===== src/rtl/core/xmt_pkg.sv =====
// shared types, character constants and helpers for the xml markup event tokenizer
package xmt_pkg;

    // parse modes, one-hot
    typedef enum logic [4:0] {
        MODE_IDLE        = 5'b00001,
        MODE_TEXT        = 5'b00010,
        MODE_MARKUP      = 5'b00100,
        MODE_COMMENT_RUN = 5'b01000,
        MODE_CDATA_RUN   = 5'b10000
    } xmt_mode_t;

    // event codes
    localparam logic [3:0] EV_DECL       = 4'd0;
    localparam logic [3:0] EV_DOCTYPE    = 4'd1;
    localparam logic [3:0] EV_BEGIN      = 4'd2;
    localparam logic [3:0] EV_END        = 4'd3;
    localparam logic [3:0] EV_EMPTY      = 4'd4;
    localparam logic [3:0] EV_COMMENT    = 4'd5;
    localparam logic [3:0] EV_CDATA      = 4'd6;
    localparam logic [3:0] EV_TEXT       = 4'd7;
    localparam logic [3:0] EV_UNBALANCED = 4'd8;

    // characters
    localparam logic [7:0] CH_NUL    = 8'h00;
    localparam logic [7:0] CH_LF     = 8'h0A;
    localparam logic [7:0] CH_CR     = 8'h0D;
    localparam logic [7:0] CH_LT     = 8'h3C;
    localparam logic [7:0] CH_GT     = 8'h3E;
    localparam logic [7:0] CH_SLASH  = 8'h2F;
    localparam logic [7:0] CH_DASH   = 8'h2D;
    localparam logic [7:0] CH_RBRACK = 8'h5D;

    // markup prefixes, letters in lower case for folded compare
    localparam logic [7:0] DECL_STR    [0:3] = '{"?", "x", "m", "l"};
    localparam logic [7:0] DOCTYPE_STR [0:7] = '{"!", "d", "o", "c", "t", "y", "p", "e"};
    localparam logic [7:0] COMMENT_STR [0:2] = '{"!", "-", "-"};
    localparam logic [7:0] CDATA_STR   [0:7] = '{"!", "[", "c", "d", "a", "t", "a", "["};

    // per-item parse context
    typedef struct packed {
        xmt_mode_t   mode;
        logic [63:0] prefix;        // first eight content bytes, byte 0 lowest
        logic [15:0] last_two;      // last two content bytes, newest lowest
        logic [1:0]  closer_run;    // run of '-' or ']' in a run-on, saturates at 3
        logic [1:0]  newline_match; // 1: text is cr so far, 2: text is lf or cr lf
    } xmt_ctx_t;

    // event produced by one byte
    typedef struct packed {
        logic       valid;
        logic [3:0] code;
    } xmt_event_t;

    function automatic logic [7:0] lower_ascii(input logic [7:0] c);
        if (c >= "A" && c <= "Z") begin
            return c + 8'd32;
        end
        return c;
    endfunction

endpackage


===== src/rtl/core/xml_markup_event_tokenizer.sv =====
// top level of the xml markup event tokenizer: input register, parse state, result register
//
// usage
//   s_ channel: one document byte per request. s_tdata[7:0] is the byte, a zero byte
//   ends the stream and drops any partial item. s_tuser[0] is restart: it clears the
//   nesting depth and parse state, the byte is ignored and no event comes out.
//   m_ channel: one request per finished markup item or text run, none for a text run
//   that is only lf or cr lf. m_tuser[3:0] is the event code, m_tdata[15:0] the nesting
//   depth after the event, m_tdata[31:16] the content length, both clamped to 65535.
// timing
//   one byte per cycle sustained while no event waits on a full result register. a byte
//   taken is parsed out of the input register, and its event goes into the result register.
//   the parse itself is one pass of compare logic on the byte and the stored context.
// reset
//   aresetn low clears both valid flags, the depth and the parse state (idle).
// stall
//   while the result register holds an event that is not taken, bytes that cause no
//   event still move through; a byte that would cause an event waits in the input
//   register, and s_tready falls until the result register frees.
module xml_markup_event_tokenizer
    import xmt_pkg::*;
#(
    parameter int DEPTH_BITS  = 16,
    parameter int LENGTH_BITS = 16
) (
    input  logic        aclk,
    input  logic        aresetn,
    // input channel
    input  logic        s_tvalid,
    output logic        s_tready,
    input  logic [7:0]  s_tdata,   // [7:0] data_byte
    input  logic [0:0]  s_tuser,   // [0] restart
    // result channel
    output logic        m_tvalid,
    input  logic        m_tready,
    output logic [31:0] m_tdata,   // [15:0] depth_after, [31:16] content_length
    output logic [3:0]  m_tuser    // [3:0] event_code
);

    // input register
    logic                   in_vld_reg;
    logic [7:0]             in_byte_reg;
    logic                   in_restart_reg;

    // parse state
    xmt_ctx_t               ctx_reg, ctx_next;
    logic [DEPTH_BITS-1:0]  depth_reg, depth_next;
    logic [LENGTH_BITS-1:0] len_reg, len_next;

    // result register
    logic                   out_vld_reg;
    logic [3:0]             out_code_reg;
    logic [15:0]            out_depth_reg;
    logic [15:0]            out_len_reg;

    xmt_event_t             ev;
    logic [15:0]            ev_depth;
    logic [15:0]            ev_len;
    logic                   out_free;
    logic                   proc;
    logic                   s_fire;

    xmt_step #(
        .DEPTH_BITS  (DEPTH_BITS),
        .LENGTH_BITS (LENGTH_BITS)
    ) u_step (
        .data_byte  (in_byte_reg),
        .restart    (in_restart_reg),
        .ctx        (ctx_reg),
        .depth      (depth_reg),
        .len        (len_reg),
        .ctx_next   (ctx_next),
        .depth_next (depth_next),
        .len_next   (len_next),
        .ev         (ev),
        .ev_depth   (ev_depth),
        .ev_len     (ev_len)
    );

    // result slot is free when empty or being drained this cycle
    assign out_free = !out_vld_reg || m_tready;
    // a byte that raises no event never waits on the result side
    assign proc     = in_vld_reg && (out_free || !ev.valid);
    assign s_tready = !in_vld_reg || proc;
    assign s_fire   = s_tvalid && s_tready;

    // input register
    always_ff @(posedge aclk) begin
        if (!aresetn) begin
            in_vld_reg <= 1'b0;
        end else if (s_tready) begin
            in_vld_reg <= s_tvalid;
        end
        if (s_fire) begin
            in_byte_reg    <= s_tdata;
            in_restart_reg <= s_tuser[0];
        end
    end

    // parse state, advanced once per processed byte
    always_ff @(posedge aclk) begin
        if (!aresetn) begin
            ctx_reg   <= '{mode: MODE_IDLE, default: '0};
            depth_reg <= '0;
            len_reg   <= '0;
        end else if (proc) begin
            ctx_reg   <= ctx_next;
            depth_reg <= depth_next;
            len_reg   <= len_next;
        end
    end

    // result register
    always_ff @(posedge aclk) begin
        if (!aresetn) begin
            out_vld_reg <= 1'b0;
        end else if (proc && ev.valid) begin
            out_vld_reg <= 1'b1;
        end else if (m_tready) begin
            out_vld_reg <= 1'b0;
        end
        if (proc && ev.valid) begin
            out_code_reg  <= ev.code;
            out_depth_reg <= ev_depth;
            out_len_reg   <= ev_len;
        end
    end

    assign m_tvalid = out_vld_reg;
    assign m_tuser  = out_code_reg;
    assign m_tdata  = {out_len_reg, out_depth_reg};

endmodule


===== src/rtl/core/xmt_step.sv =====
// next-state and event logic for one document byte
module xmt_step
    import xmt_pkg::*;
#(
    parameter int DEPTH_BITS  = 16,
    parameter int LENGTH_BITS = 16
) (
    input  logic [7:0]             data_byte,
    input  logic                   restart,
    input  xmt_ctx_t               ctx,
    input  logic [DEPTH_BITS-1:0]  depth,
    input  logic [LENGTH_BITS-1:0] len,
    output xmt_ctx_t               ctx_next,
    output logic [DEPTH_BITS-1:0]  depth_next,
    output logic [LENGTH_BITS-1:0] len_next,
    output xmt_event_t             ev,
    output logic [15:0]            ev_depth,
    output logic [15:0]            ev_len
);

    localparam logic [DEPTH_BITS-1:0]  DEPTH_MAX  = {DEPTH_BITS{1'b1}};
    localparam logic [LENGTH_BITS-1:0] LENGTH_MAX = {LENGTH_BITS{1'b1}};

    logic [7:0]             pb [0:7];
    logic [7:0]             pl [0:7];
    logic [7:0]             last_b;
    logic [7:0]             prev_b;
    logic [LENGTH_BITS-1:0] len_inc;
    logic [LENGTH_BITS-1:0] ev_len_full;
    logic                   decl_hit, doct_hit, comm_hit, cdat_hit;
    logic [7:0]             closer;
    logic [3:0]             run_code;
    logic [32:0]            depth_wide;
    logic [32:0]            len_wide;
    xmt_ctx_t               ctx_clear;

    always_comb begin
        for (int i = 0; i < 8; i++) begin
            pb[i] = ctx.prefix[i*8 +: 8];
            pl[i] = lower_ascii(pb[i]);
        end
    end

    assign last_b  = ctx.last_two[7:0];
    assign prev_b  = ctx.last_two[15:8];
    assign len_inc = (len == LENGTH_MAX) ? len : len + 1'b1;

    // prefix matches, qualified by item size
    always_comb begin
        decl_hit = (len > LENGTH_BITS'(4));
        for (int i = 0; i < 4; i++) begin
            decl_hit = decl_hit && (pl[i] == DECL_STR[i]);
        end
        doct_hit = (len > LENGTH_BITS'(8));
        for (int i = 0; i < 8; i++) begin
            doct_hit = doct_hit && (pl[i] == DOCTYPE_STR[i]);
        end
        comm_hit = (len >= LENGTH_BITS'(3));
        for (int i = 0; i < 3; i++) begin
            comm_hit = comm_hit && (pb[i] == COMMENT_STR[i]);
        end
        cdat_hit = (len >= LENGTH_BITS'(8));
        for (int i = 0; i < 8; i++) begin
            cdat_hit = cdat_hit && (pl[i] == CDATA_STR[i]);
        end
    end

    assign closer   = (ctx.mode == MODE_COMMENT_RUN) ? CH_DASH : CH_RBRACK;
    assign run_code = (ctx.mode == MODE_COMMENT_RUN) ? EV_COMMENT : EV_CDATA;

    always_comb begin
        ctx_clear               = '0;
        ctx_clear.mode          = MODE_IDLE;
    end

    always_comb begin
        ctx_next    = ctx;
        depth_next  = depth;
        len_next    = len;
        ev.valid    = 1'b0;
        ev.code     = EV_TEXT;
        ev_len_full = len;

        if (restart) begin
            ctx_next   = ctx_clear;
            depth_next = '0;
            len_next   = '0;
        end else if (data_byte == CH_NUL) begin
            ctx_next = ctx_clear;
            len_next = '0;
        end else begin
            unique case (ctx.mode)
                MODE_TEXT: begin
                    if (data_byte == CH_LT) begin
                        ev.valid      = (ctx.newline_match != 2'd2);
                        ev.code       = EV_TEXT;
                        ctx_next      = ctx_clear;
                        ctx_next.mode = MODE_MARKUP;
                        len_next      = '0;
                    end else begin
                        len_next = len_inc;
                        ctx_next.newline_match =
                            (ctx.newline_match == 2'd1 && data_byte == CH_LF) ? 2'd2 : 2'd0;
                    end
                end
                MODE_MARKUP: begin
                    if (data_byte == CH_GT) begin
                        ctx_next.mode = MODE_IDLE;
                        ev.valid      = 1'b1;
                        if (decl_hit) begin
                            ev.code = EV_DECL;
                        end else if (doct_hit) begin
                            ev.code = EV_DOCTYPE;
                        end else if (len > LENGTH_BITS'(1) && pb[0] == CH_SLASH) begin
                            if (depth == '0) begin
                                ev.code = EV_UNBALANCED;
                            end else begin
                                ev.code    = EV_END;
                                depth_next = depth - 1'b1;
                            end
                        end else if (comm_hit) begin
                            if (prev_b == CH_DASH && last_b == CH_DASH) begin
                                ev.code = EV_COMMENT;
                            end else begin
                                ev.valid            = 1'b0;
                                len_next            = len_inc;
                                ctx_next.closer_run = 2'd0;
                                ctx_next.mode       = MODE_COMMENT_RUN;
                            end
                        end else if (cdat_hit) begin
                            if (prev_b == CH_RBRACK && last_b == CH_RBRACK) begin
                                ev.code = EV_CDATA;
                            end else begin
                                ev.valid            = 1'b0;
                                len_next            = len_inc;
                                ctx_next.closer_run = 2'd0;
                                ctx_next.mode       = MODE_CDATA_RUN;
                            end
                        end else if (len > LENGTH_BITS'(1) && last_b == CH_SLASH) begin
                            ev.code = EV_EMPTY;
                        end else begin
                            ev.code = EV_BEGIN;
                            if (depth != DEPTH_MAX) begin
                                depth_next = depth + 1'b1;
                            end
                        end
                    end else begin
                        if (len < LENGTH_BITS'(8)) begin
                            ctx_next.prefix[len[2:0]*8 +: 8] = pb[len[2:0]] | data_byte;
                        end
                        len_next          = len_inc;
                        ctx_next.last_two = {ctx.last_two[7:0], data_byte};
                    end
                end
                MODE_COMMENT_RUN, MODE_CDATA_RUN: begin
                    if (ctx.closer_run == 2'd2 && data_byte == CH_GT) begin
                        ctx_next.mode = MODE_IDLE;
                        ev.valid      = 1'b1;
                        ev.code       = run_code;
                    end else begin
                        len_next = len_inc;
                        if (data_byte == closer) begin
                            ctx_next.closer_run =
                                (ctx.closer_run == 2'd3) ? 2'd3 : ctx.closer_run + 2'd1;
                        end else begin
                            ctx_next.closer_run = 2'd0;
                        end
                    end
                end
                default: begin
                    ctx_next = ctx_clear;
                    if (data_byte == CH_LT) begin
                        ctx_next.mode = MODE_MARKUP;
                        len_next      = '0;
                    end else begin
                        ctx_next.mode = MODE_TEXT;
                        len_next      = LENGTH_BITS'(1);
                        ctx_next.newline_match = (data_byte == CH_LF) ? 2'd2 :
                                                 (data_byte == CH_CR) ? 2'd1 : 2'd0;
                    end
                end
            endcase
        end
    end

    // clamp reported values to 16 bits
    assign depth_wide = {{(33-DEPTH_BITS){1'b0}}, depth_next};
    assign len_wide   = {{(33-LENGTH_BITS){1'b0}}, ev_len_full};
    assign ev_depth   = (depth_wide > 33'h0FFFF) ? 16'hFFFF : depth_wide[15:0];
    assign ev_len     = (len_wide > 33'h0FFFF) ? 16'hFFFF : len_wide[15:0];

endmodule


===== config.mk =====
export PLATFORM = sky130hd
export DESIGN_NAME = xml_markup_event_tokenizer
export DESIGN_NICKNAME = d
export VERILOG_FILES = /design/src/rtl/core/xmt_pkg.sv /design/src/rtl/core/xml_markup_event_tokenizer.sv /design/src/rtl/core/xmt_step.sv
export SDC_FILE = /design/constraint.sdc
export NUM_CORES = 1
export LEC_CHECK = 0
export ABC_AREA = 1
export BUFFER_PORTS_ARGS = -buffer_cell sky130_fd_sc_hd__buf_2
export CORE_MARGIN = 8
export CORE_UTILIZATION = 50
export CTS_CLUSTER_SIZE = 20
export DETAILED_ROUTE_END_ITERATION = 8
export HOLD_SLACK_MARGIN = 0.1
export PLACE_DENSITY = 0.67
export SYNTH_ARGS = -nofsm -noshare
export SYNTH_HDL_FRONTEND = slang
export SYNTH_SLANG_ARGS = --single-unit

===== constraint.sdc =====
create_clock -name aclk -period 5.6 [get_ports aclk]
set_clock_uncertainty 0.15 [all_clocks]
set_input_delay 1.12 -clock aclk [delete_from_list [all_inputs] [get_ports aclk]]
set_output_delay 1.12 -clock aclk [all_outputs]
set_load 0.02 [all_outputs]

# Word level (Yosys, flattened, before mapping)
# Cells that the tools add are included.
# word_totals
regBits	168
elab_cells	292
# op_classes
add_sub_neg	13
magnitude_cmp	25
n_eq_ne	63
shift	2
n_mux	115
bitwise_logic	2
n_reduce_logical	58
# ops
operator	n
$mux 16	25
$pmux 80 s3	1
$mux 89	2
$eq 8x7->1 const B	19
$mux 8	18
$eq 8x6->1 const B	11
$mux 87	1
$mux 80	1
$mux 5	14
$add 8x6->8 const B	8
$bwmux 64	1
$ge 8x7->1 const B	8
$le 8x7->1 const B	8
$mux 64	1
$shift 8x34->64 const A	1
$shiftx 8x34->64	1
$pmux 16 s3	1
$logic_and 1x1->1	40
$mux 2	17
$neg 6->34	1
$add 16x1->16 const B	2
$gt 16x16->1 const B	2
$pmux 5 s3	2
$bmux 8 s3	1
other kinds (52)	92

# Depth between registers and ports, before layout
# depth
depth_word	27
depth_mapped	22

# Modules after synthesis
# From an unflattened synthesis, not the netlist that was laid out.
# hier_totals
cells_unflattened	2264
area_unflattened_um2	13970.9
# by_module_without_submodules
mod	n_inst	cells_each	area_per_inst_um2	seq_area_each_um2
xmt_step	1	1412	7136.8	0.0
xml_markup_event_tokenizer	1	852	6834.1	3813.7

# Least setup slack after synthesis
# OpenSTA, ideal clock, no wires.
# synth_path
kind	reg-to-reg
startpoint	register len_reg[0]
endpoint	register ctx_reg[33] (netlist name)
setup_ps	116
t_arrival_ps	2898
path_slack_ps	2436
stages_incl_launch_ff	16
n_path_buf	4
path_cell_list	dfxtp_1 -> clkbuf_1 -> inv_1 -> buf_1 -> clkbuf_1 -> ha_1 -> ha_1 -> nor3_1 -> inv_1 -> nor2_1 -> inv_1 -> o21ai_0 -> nand4_4 -> buf_4 -> o21ai_0 -> nor2_1
# synth_via
elab_chain_cells	22
# synth_rtl
item	line_no	text
start: declaration	xml_markup_event_tokenizer.sv:48	logic [LENGTH_BITS-1:0] len_reg, len_next;
start signal: assignment	xml_markup_event_tokenizer.sv:109	len_reg <= len_next;
$ge 16x4->1	xmt_step.sv:62	cdat_hit = (len >= LENGTH_BITS'(8));
$logic_and 1x1->1 (8 in a row)	xmt_step.sv:64	cdat_hit = cdat_hit && (pl[i] == CDATA_STR[i]);
$mux 1	xmt_step.sv:130	end else if (cdat_hit) begin
$mux 5	xmt_step.sv:121	end else if (comm_hit) begin
$mux 1	xmt_step.sv:114	end else if (len > LENGTH_BITS'(1) && pb[0] == CH_SLASH) begin
$mux 1	xmt_step.sv:112	end else if (doct_hit) begin
$mux 1	xmt_step.sv:110	if (decl_hit) begin
$mux 5	xmt_step.sv:107	if (data_byte == CH_GT) begin
$pmux 5 s3	xmt_step.sv:92	unique case (ctx.mode)
$mux 5	xmt_step.sv:88	end else if (data_byte == CH_NUL) begin
$mux 5	xmt_step.sv:84	if (restart) begin
$logic_not 1->1	xml_markup_event_tokenizer.sv:83	assign proc = in_vld_reg && (out_free || !ev.valid);
$logic_or 1x1->1	xml_markup_event_tokenizer.sv:83	
$logic_and 1x1->1	xml_markup_event_tokenizer.sv:83	
$reduce_and 5->1 (no line)	-	
end signal: assignment	xml_markup_event_tokenizer.sv:107	ctx_reg <= ctx_next;
end: declaration	xml_markup_event_tokenizer.sv:46	xmt_ctx_t ctx_reg, ctx_next;
# Parallel ways exist; a longest one is shown, timed or not. The select of a mux whose other input is x is not followed.
# A chain may end at the register's enable or synchronous reset.

# Worst setup path in the final report
# layout_path
startpoint	register ctx_reg[44] (netlist name)
endpoint	output s_tready
# layout_via
elab_chain_cells	23
# layout_rtl
item	line_no	text
$ge 8x7->1 / $le 8x7->1 (equally long branches)	xmt_pkg.sv:56	if (c >= "A" && c <= "Z") begin
$logic_and 1x1->1	xmt_pkg.sv:56	
$mux 1	xmt_pkg.sv:56	
$mux 8 *	xmt_pkg.sv:59	return c;
$eq 8x7->1	xmt_step.sv:64	
$logic_and 1x1->1 (5 in a row)	xmt_step.sv:64	
$mux 1	xmt_step.sv:130	
$mux 5	xmt_step.sv:121	
(+3 left out)	-	
$mux 5 *	xmt_step.sv:107	
$pmux 5 s3 *	xmt_step.sv:92	
$mux 5 *	xmt_step.sv:88	
$mux 5 *	xmt_step.sv:84	
$logic_not 1->1 *	xml_markup_event_tokenizer.sv:83	
$logic_or 1x1->1 *	xml_markup_event_tokenizer.sv:83	
$logic_and 1x1->1 *	xml_markup_event_tokenizer.sv:83	
$logic_or 1x1->1 *	xml_markup_event_tokenizer.sv:84	assign s_tready = !in_vld_reg || proc;
end: declaration	xml_markup_event_tokenizer.sv:30	output logic s_tready,
# Mark *: on every way between the ends. The rest lies on a longest branch, timed or not. The select of a mux whose other input is x is not followed.

==> flow_summary.toml <==
[clocking]
clock_path_buffers = 2
clock-sinks = 168
clk_pin_slew_ns = 0.08
hold_buffers = 0
post_cts_resized = 0
insertion_delay_ns = 0.44
h-tree-depth = 4
cts_setup_buffers = 0
cts_root_buf = "clkbuf_16"
cts_buffers = 17
cts_tree = "built"

[yosys]
synthMuxAreaShare = 0
synth_xor_xnor_area_share = 0.01318
synth-main-ff-cell = "dfxtp_1"
synth.distinct_cells = 48
async_flop_share = 0
synth_top_family_by_area = "simple AND/OR/NAND/NOR gates"
synth_top_area_frac = 0.2180
synth_compound_area_frac = 0.1279
yosys.area_share.adder = 0.01551
yosysWarnings = 0
synth_top_cell_by_area = "dfxtp_1"
yosysMostFrequentCell = "nand2_1"
synth_edf_count = 45
synthCells = 1805
synth_common_cells = "375 x nand2_1, 307 x nor2_1, 285 x inv_1"
synth_area_per_cell_um2 = 6.257
synthTopCellsByArea = "dfxtp_1 22%, nand2_1 12%, edfxtp_1 12%"
synth_seq_cells = 168
seq_area_frac_synth = 0.3377
syn_area_um2 = 11290
synthSimpleGateAreaFrac = 0.3770
synthesis.nets = 1832

[sta]
final_max_slew_viol_count = 0
period_share = 0.7539
fin_crit_ns = 4.222
rsz0062_at_grt = "no"
finalSetupViolCount = 0
tns_ns = 0
worstMarginPinSlew_ns = 1.157
hold_violations = 0
fmax_mhz = 236.9
maxSlewHeadroom = 0.2277

[global_route]
grt_max_degree = 92
grt_overflow = 0
grt_pass1_vias = 10714
antenna_found_initial = 0
grt_use_total = 0.2503
grt_pass1_wl_mm = 56.56

[die]
start_util = 0.5035
rows = 55
die_h_um = 166.3
chipWidth_um = 166.3
core_region_area_um2 = 22430
num_io_pins = 51
dieArea_um2 = 27650

[placed_design]
gp_congestion = 0.9750
dp_hpwl_mm = 26.10
place.port_buffers = 50

[critical_path]
slowest_delay_ns = 0.43
critPathRequiredTime_ns = 4.33
cpMaxStageDelayCell = "dfxtp_1"
crit_cells = 15
crit_arrival_ns = 2.95
crit_path_frequent_cell = "nand3_1"
setup.worst_path.end_class = "output port"
worst_path_dominant_cell_family = "simple AND/OR/NAND/NOR gates"
crit_path_max_fanout = 4
reg2reg_slack_ns = 1.56
criticalPathCategory = "flip-flop to output port"
cp_cell_sequence = "nor2_1, nand2_1, nand2_1, nand2_1, nand2_1, inv_1, nand3_1, nor2_1, nand3_1, nor2_1, nand3_1, nand3_1, nand2_2, nand3_1, buf_2"
r2r-end = "ctx_reg[78]"
r2r_cells = 13
rr_startpoint = "in_byte_reg[5]"
start_kind = "flip-flop"
worst-path-buf-inv = 2

[routing]
post_drt_wl_per_cell_um = 16.47
via_per_inst = 5.523
drt-initial-drc-count = 1342
ant_nets = 0
firstDrtPassIters = 7
drc = 0
vias = 11654
wl_mm = 34.76

[worst_hold_path]
min_to = "out_len_reg[15]"
hp-start = "len_reg[15]"
min_path_type = "flip-flop to flip-flop"
hold_depth = 0

[power_and_ir_drop]
power_density_nw_per_um2 = 245.9
vdd_drop_max_mv = 0.1774
p_leak_nw = 5.316

[layout]
n_antenna_cell = 0
fin_util = 0.5453
fin_nets = 1839
synthToLayoutAreaGrowth_pct = 8.319
nFillCells = 2338
largest_reg_flops = 89
drive_above_1_share = 0.06849

[run_status]
status = "complete, no violations"

[flow_run]
cap_violations = 0
metal layers:
metal,global-route usage,routed length [um],up-vias
met4,0.1065,1452,0
li1,-,-,5836
met1,0.3217,15310,5359
met2,0.4122,15910,374
met5,0,0,-
met3,0.03898,2088,85
stage by stage:
stage               hold slack [ns]  instances  total power, W  instance area [um^2]  setup slack (ns)
floorplan                    0.2806       1805        0.001684                 11290             2.436
global placement             0.3103       2078        0.001792                 11640             1.654
detailed placement           0.3105       2078        0.001797                 11640             1.665
CTS                          0.3274       2110        0.003019                 12230             1.396
global route                 0.3479       2110        0.003139                 12230             1.177
finish                       0.3232       2110        0.003008                 12230             1.378
worst max-delay path by stage:
stage | from | endpoint | slack (ns)
after floorplan | len_reg[0] | ctx_reg[33] | 2.44
after global placement | in_byte_reg[7] | ctx_reg[76] | 1.65
after detailed placement | in_byte_reg[5] | ctx_reg[78] | 1.66
after CTS | ctx_reg[50] | s_tready | 1.40
after global routing | ctx_reg[50] | s_tready | 1.18
final | ctx_reg[44] | s_tready | 1.38
logic make-up after synthesis:
group | count (synthesis)
XOR/XNOR | 17
adder cells (fa/ha/maj) | 14
AO/OA/AOI/OAI | 273
flip-flops | 168
buffers and inverters | 366
AND/OR/NAND/NOR | 967
area by class of cell:
type | count | area (um^2) | area share
multi-input combinational | 1271 | 6038 | 0.4936
timing repair buffer | 60 | 325.3 | 0.02659
sequential | 168 | 3815 | 0.3118
tap | 285 | 356.6 | 0.02915
inverter | 294 | 1104 | 0.09020
clock buffer | 18 | 429.2 | 0.03508
clock inverter | 14 | 166.4 | 0.01360
power by group:
| part | leakage [nW] | internal [W] | switching, W |
|---|---|---|---|
| Combinational | 3.64 | 0.000122 | 0.000309 |
| Sequential | 1.38 | 0.00129 | 0.0000533 |
| Clock | 0.290 | 0.000671 | 0.000559 |
worst reg2reg max path, delay by kind of cell, from the launching register on:
| kind | cells | cell delay, ns |
|---|---|---|
| flops | 1 | 0.41 |
| simple gates | 8 | 1.93 |
| compound gates | 2 | 0.53 |
| buf+inv | 3 | 0.92 |
layout by cell type, fill, tap and decap left out, types with 17 or more instances in the layout:
| cell type | n |
|---|---|
| nand2_1 | 375 |
| nor2_1 | 307 |
| inv_1 | 285 |
| nand3_1 | 144 |
| dfxtp_1 | 122 |
| o21ai_0 | 118 |
| a21oi_1 | 94 |
| nand4_1 | 51 |
| buf_2 | 50 |
| edfxtp_1 | 45 |
| nor3_1 | 42 |
| o21ai_1 | 26 |
| xor2_1 | 17 |
| clkbuf_16 | 17 |
Note: power is estimated with default switching activity, not from simulation.
